<file path="config.mk">
export PLATFORM = sky130hd
export DESIGN_NAME = rmf_median
export DESIGN_NICKNAME = d
export VERILOG_FILES = /design/src/rmf_pkg.sv /design/src/rmf_median.sv
export SDC_FILE = /design/constraint.sdc
export NUM_CORES = 1
export LEC_CHECK = 0
export BUFFER_PORTS_ARGS = -buffer_cell sky130_fd_sc_hd__buf_2
export CORE_MARGIN = 5
export CORE_UTILIZATION = 40
export CTS_BUF_LIST = sky130_fd_sc_hd__clkbuf_16
export DETAILED_ROUTE_END_ITERATION = 6
export GPL_TIMING_DRIVEN = 0
export PLACE_DENSITY = 0.54
export SLEW_MARGIN = 15
export SYNTH_ARGS = -nofsm -noshare
export SYNTH_HDL_FRONTEND = slang
export SYNTH_SLANG_ARGS = --single-unit
</file>
<file path="constraint.sdc">
create_clock -name clk_i -period 9.7 [get_ports clk_i]
set_input_delay 0.485 -clock clk_i [delete_from_list [all_inputs] [get_ports clk_i]]
set_output_delay 0.485 -clock clk_i [all_outputs]
set_load 0.03 [all_outputs]
</file>
<file path="src/rmf_pkg.sv">
package rmf_pkg;

  localparam int unsigned MaxWidth   = 1024;
  localparam int unsigned MaxHeight  = 4096;
  localparam int unsigned WindowSize = 3;
  localparam int unsigned PixW       = 24;

  // configuration register indexes
  localparam logic [0:0] RegWidth  = 1'b0;
  localparam logic [0:0] RegHeight = 1'b1;
  localparam int unsigned CfgIdxW  = 1;
  localparam int unsigned CfgDataW = 13;

  typedef struct packed {
    logic [7:0] in_red;
    logic [7:0] in_green;
    logic [7:0] in_blue;
  } pix_in_t;

  typedef struct packed {
    logic [11:0] out_row;
    logic [9:0]  out_col;
    logic [7:0]  out_red;
    logic [7:0]  out_green;
    logic [7:0]  out_blue;
    logic        run_last;
  } pix_out_t;

  // compare-exchange helpers for the median network
  function automatic logic [7:0] min8(input logic [7:0] a, input logic [7:0] b);
    return (a < b) ? a : b;
  endfunction

  function automatic logic [7:0] max8(input logic [7:0] a, input logic [7:0] b);
    return (a < b) ? b : a;
  endfunction

  function automatic logic [7:0] med3(input logic [7:0] a, input logic [7:0] b,
                                      input logic [7:0] c);
    return max8(min8(a, b), min8(max8(a, b), c));
  endfunction

endpackage

</file>
<file path="src/rmf_median.sv">
// Pipelined median of nine for one 8-bit channel.
// Stage 1: sort each column of three. Stage 2: max of mins, med of meds,
// min of maxes. Output: median of those three (combinational after stage 2).
module rmf_median (
  input  logic       clk_i,
  input  logic       en_i,
  input  logic [71:0] win_i,
  output logic [7:0] med_o
);

  logic [7:0] v [9];
  logic [7:0] lo_q [3], mi_q [3], hi_q [3];
  logic [7:0] a_q, b_q, c_q;

  always_comb begin
    for (int i = 0; i < 9; i++) begin
      v[i] = win_i[8*i +: 8];
    end
  end

  // column sorts
  always_ff @(posedge clk_i) begin
    if (en_i) begin
      for (int k = 0; k < 3; k++) begin
        lo_q[k] <= rmf_pkg::min8(rmf_pkg::min8(v[k], v[k+3]), v[k+6]);
        hi_q[k] <= rmf_pkg::max8(rmf_pkg::max8(v[k], v[k+3]), v[k+6]);
        mi_q[k] <= rmf_pkg::med3(v[k], v[k+3], v[k+6]);
      end
    end
  end

  always_ff @(posedge clk_i) begin
    if (en_i) begin
      a_q <= rmf_pkg::max8(rmf_pkg::max8(lo_q[0], lo_q[1]), lo_q[2]);
      b_q <= rmf_pkg::med3(mi_q[0], mi_q[1], mi_q[2]);
      c_q <= rmf_pkg::min8(rmf_pkg::min8(hi_q[0], hi_q[1]), hi_q[2]);
    end
  end

  assign med_o = rmf_pkg::med3(a_q, b_q, c_q);

endmodule

</file>
# Yosys cells after proc, flatten, opt, wreduce, memory -nomap -nowiden
# Memory sizes are Yosys's and may differ from the RTL's.
# Cells that the tools add are included.
[op_classes]
magnitude_cmp = 22
n_mux = 32
[ops]
columns = ["op", "n"]
rows = [
  ["$mux W8", 30],
  ["$lt A8 B8 Y1", 22],
  ["$mux W1", 2],
]
[word_totals]
word_cells = 60
regBits = 24
inputBits = 74
memories = 3
out_inout_bits = 8
mem_bits_rw = 72
[mem_list]
columns = ["name", "words", "width", "rd", "rd_ports_with_merged_regs", "wr", "line", "source"]
rows = [
  ["hi_q", 3, 8, 3, 0, 3, "rmf_median.sv:12", "logic [7:0] lo_q [3], mi_q [3], hi_q [3];"],
  ["lo_q", 3, 8, 3, 0, 3, "rmf_median.sv:12", ""],
  ["mi_q", 3, 8, 3, 0, 3, "rmf_median.sv:12", ""],
]

# Longest topological paths before layout
[logic_depth]
depth_word = 6
ltp_mapped = 25
mapped_depth_nobuf = 23

# Worst setup path before layout
# No wires, ideal clock.
[synth_path]
kind = "input -> register"
start = "input win_i[45]"
end = "memory mi_q[2][0] (netlist: mi_q[0][16]), data pin"
path_slack_ns = 4.313
n_path_buf = 3
t_arrival_ns = 5.127
stages = 25
required_ns = 9.440
setup_time_ns = 0.260
path_cell_list = "inv_1 -> ha_1 -> a21o_1 -> a21o_1 -> a21oi_1 -> o31a_1 -> buf_4 -> buf_2 -> mux2_2 -> ha_1 -> a21o_1 -> a21o_1 -> a21oi_1 -> a21boi_0 -> o21ai_4 -> buf_6 -> mux2i_1 -> ha_1 -> a21o_1 -> a21o_1 -> a21oi_1 -> nand2_1 -> nor2_1 -> a21oi_4 -> mux2_2"
[synth_lines]
columns = ["element", "line", "source"]
rows = [
  ["start, declared", "rmf_median.sv:7", "input logic [71:0] win_i,"],
  ["end, declared", "rmf_median.sv:12", ""],
]

# Worst setup path in the final report
[layout_path]
start = "register a_q[4]"
end = "output med_o[0]"
[layout_via]
elab_chain_len = 6
elab_cells_between_ends = 7
cone_classes = "order compare: 3; mux: 4"
[layout_lines]
columns = ["element", "line", "source"]
rows = [
  ["start, declared", "rmf_median.sv:13", "logic [7:0] a_q, b_q, c_q;"],
  ["start signal, assigned", "rmf_median.sv:34", "a_q <= rmf_pkg::max8(rmf_pkg::max8(lo_q[0], lo_q[1]), lo_q[2]);"],
  ["$lt A8 B8 Y1", "rmf_pkg.sv:31, rmf_pkg.sv:35", ""],
  ["$mux W8", "rmf_pkg.sv:35", "return (a < b) ? b : a;"],
  ["$lt A8 B8 Y1", "rmf_pkg.sv:31", "return (a < b) ? a : b;"],
  ["$mux W8", "rmf_pkg.sv:31", ""],
  ["$lt A8 B8 Y1", "rmf_pkg.sv:35", ""],
  ["$mux W8 *", "rmf_pkg.sv:35", ""],
  ["end, declared", "rmf_median.sv:8", "output logic [7:0] med_o"],
]
# Mark *: on every way between the ends. The rest lies on a longest branch, timed or not.

==> run_results.csv <==
group,metric,value,unit
status,status,"completed",
yosys,synth_enable_flop_cells,96,
routing,ant_nets,0,
setup_path,cp.arrival,5.76,ns
clock_tree,cts_tree,"built",
clock_tree,htreeDepth,3,
routing,drc,0,
yosys,synth_flop_cell,"edfxtp_1",
routing,wl_per_cell,16.8,µm
routing,first_pass_iters,4,
global_route,grt_pass1_wl,38500,µm
power_and_ir_drop,ir_worst_vdd,740,µV
layout,stdcell_area,11100,µm²
yosys,yosysUniqueCellTypes,66,
setup_path,rr_worst_depth,21,
clock_tree,ctsResizeCount,0,
layout,drive_gt1_share,18.1,%
routing,first_iter_violations,312,
place,gp_congestion,0.848,
layout,layout_commonest_cell,"ha_1",
clock_tree,cts_setup_buffers,0,
yosys,synthCells,1016,
global_route,grt_remaining_overflow,0,
clock_tree,cts_buffer_depth,2,
routing,vias,7519,
setup_path,cp-end-kind,"output pin",
layout,fin_nets,1337,
yosys,syn_avg_cell_area,9.77,µm²
timing,slew_viol_final,0,
timing,setup_tns,0,ns
clock_tree,cts_hold_buffers,0,
floorplanning,io_pins,82,
timing,max_freq,160,MHz
yosys,async_flop_share,0,%
floorplanning,die_h,168,µm
yosys,synth_seq_area_share,29.0,%
yosys,syn-num-nets,1244,
global_route,antenna_found_initial,0,
floorplanning,die-area,28100,µm²
timing,tightest_slew,0.992,ns
floorplanning,rows,57,
floorplanning,die_w,168,µm
global_route,grtUsageTotal,17.1,%
hold_path,worstHoldPathType,"in -> reg",
power_and_ir_drop,p_per_area,321,nW/µm²
timing,min_period,6.25,ns
setup_path,crit_fanout,10,
setup_path,path_class,"reg -> out",
power_and_ir_drop,p_leak,5.19,nW
timing,finalClockSkew,0.00706,ns
routing,wirelength,24100,µm
setup_path,crit_required,9.22,ns
timing,rsz0062_at_grt,"false",
clock_tree,clk_latency,0.35,ns
timing,hold_viol,0,
floorplanning,start_util,40.7,%
layout,final_cell_mix,"ha_1, inv_1, mux2i_1, edfxtp_1, buf_2",
clock_tree,path_clk_slew,0.07,ns
global_route,grt_pass1_vias,7479,
clock_tree,clock_sinks,96,
timing,min_period_over_period,64.4,%
yosys,ys_warn_count,0,
layout,diodes,0,
clock_tree,root_buffer,"clkbuf_16",
place,io_buffers,81,
routing,viasPerCell,5.23,
place,dpl-instance-area,10800,µm²
yosys,ys_ff_latch,96,
hold_path,hold_path_depth,2,
global_route,grt_max_degree,54,
clock_tree,numCtsBuffers,9,
flow_run,cap_violations,0,
layout,layout-area-overhead-vs-synth,11.6,%
place,dp_hpwl,20600,µm
yosys,syn-cell-area,9930,µm²
timing,setup_viol,0,
setup_path,worst_setup_path_start_kind,"register",
floorplanning,core-area,24400,µm²
timing,slew_headroom,32.2,%
==> kinds of logic after synthesis <==
| family | Yosys count | synth area share, % |
|---|---|---|
| adder cells (fa/ha/maj) | 154 | 19.4 |
| AND/OR/NAND/NOR | 180 | 9.03 |
| buffers and inverters | 172 | 6.79 |
| flip-flops | 96 | 29.0 |
| AO/OA/AOI/OAI | 240 | 17.1 |
| multiplexers | 174 | 18.7 |
==> synthesized netlist by cell type (all sizes together) (3+ instances only) <==
master,count,share of area [%]
ha,154,19
and2,6,0.38
nand4,15,0.95
mux2,74,8.5
clkbuf,16,0.60
inv,145,5.5
nor2,29,1.1
o21a,5,0.38
nand3,10,0.50
a21o,27,2.0
o2111ai,3,0.33
o21ai,80,4.4
or3,9,0.57
a2111oi,4,0.54
a21boi,4,0.30
a21oi,50,2.9
nor2b,6,0.38
nor3,19,0.96
nand2b,17,1.1
a211o,3,0.26
o211ai,20,1.6
nand2,54,2.0
nor3b,3,0.23
and4,3,0.26
o22ai,7,0.44
mux2i,100,10
edfxtp,96,29
a31oi,11,1.3
or2,3,0.19
a211oi,10,0.76
and3,4,0.25
buf,11,0.71
==> final timing paths <==
path	slack, ns	start	to
min	0.48	win_i[61]	hi_q[0][13]
min reg2reg	0.64	hi_q[0][19]	c_q[3]
max reg2reg	3.49	mi_q[0][9]	b_q[5]
max	3.45	a_q[4]	med_o[0]
==> registers in the layout (all words and copies together) (netlist names) <==
register and count:
a_q 8, b_q 8, c_q 8, hi_q 24, lo_q 24, mi_q 24
==> where the power goes <==
part	switching, mW	leakage (nW)	internal [mW]
registers	0.0823	0.940	0.623
logic	1.48	4.09	0.988
clock network	0.153	0.155	0.224
==> worst max-delay path: stages (launching register included) <==
cell	delay [ns]
edfxtp_1	0.42
ha_1	0.33
a211o_1	0.29
o211ai_1	0.08
o311ai_1	0.13
a21o_1	0.26
clkbuf_1	0.21
o21ai_0	0.38
ha_1	0.32
a211o_1	0.32
or2_2	0.28
a21oi_1	0.24
a31oi_2	0.16
mux2i_1	0.29
ha_1	0.28
a21o_1	0.16
a21o_1	0.17
a21oi_1	0.26
o21a_1	0.21
a31oi_4	0.09
mux2_4	0.35
buf_2	0.18
==> layer usage <==
metal,GRT usage (%),part of all wire [%],up-vias,wire [µm]
li1,-,-,3937,-
met1,24.2,51,3449,12400
met2,27.7,44,116,10600
met3,2.43,3.2,17,777
met4,3.92,1.3,0,323
met5,0,0,-,0
==> metrics by stage <==
stage | hold WS, ns | worst slack [ns] | utilization [%] | total power [mW] | std cells
after CTS | 0.450 | 3.45 | 45.4 | 3.58 | 1437
after global placement | 0.615 | 3.35 | 44.0 | 3.17 | 1421
final | 0.475 | 3.45 | 45.4 | 3.55 | 1437
after global routing | 0.476 | 3.04 | 45.4 | 3.87 | 1437
after detailed placement | 0.613 | 3.38 | 44.2 | 3.19 | 1422
after floorplan | 0.550 | 4.31 | - | 2.58 | 1016
==> final cells by class <==
type	instances	area [µm²]
sequential	96	2880
inverter	145	544
clock inverter	6	85.1
timing repair buffer	82	435
buffer	27	130
fill	2444	13300
multi-input combinational	748	6370
tap	324	405
clock buffer	9	225
No activity file was read; power rests on OpenSTA's default activity.
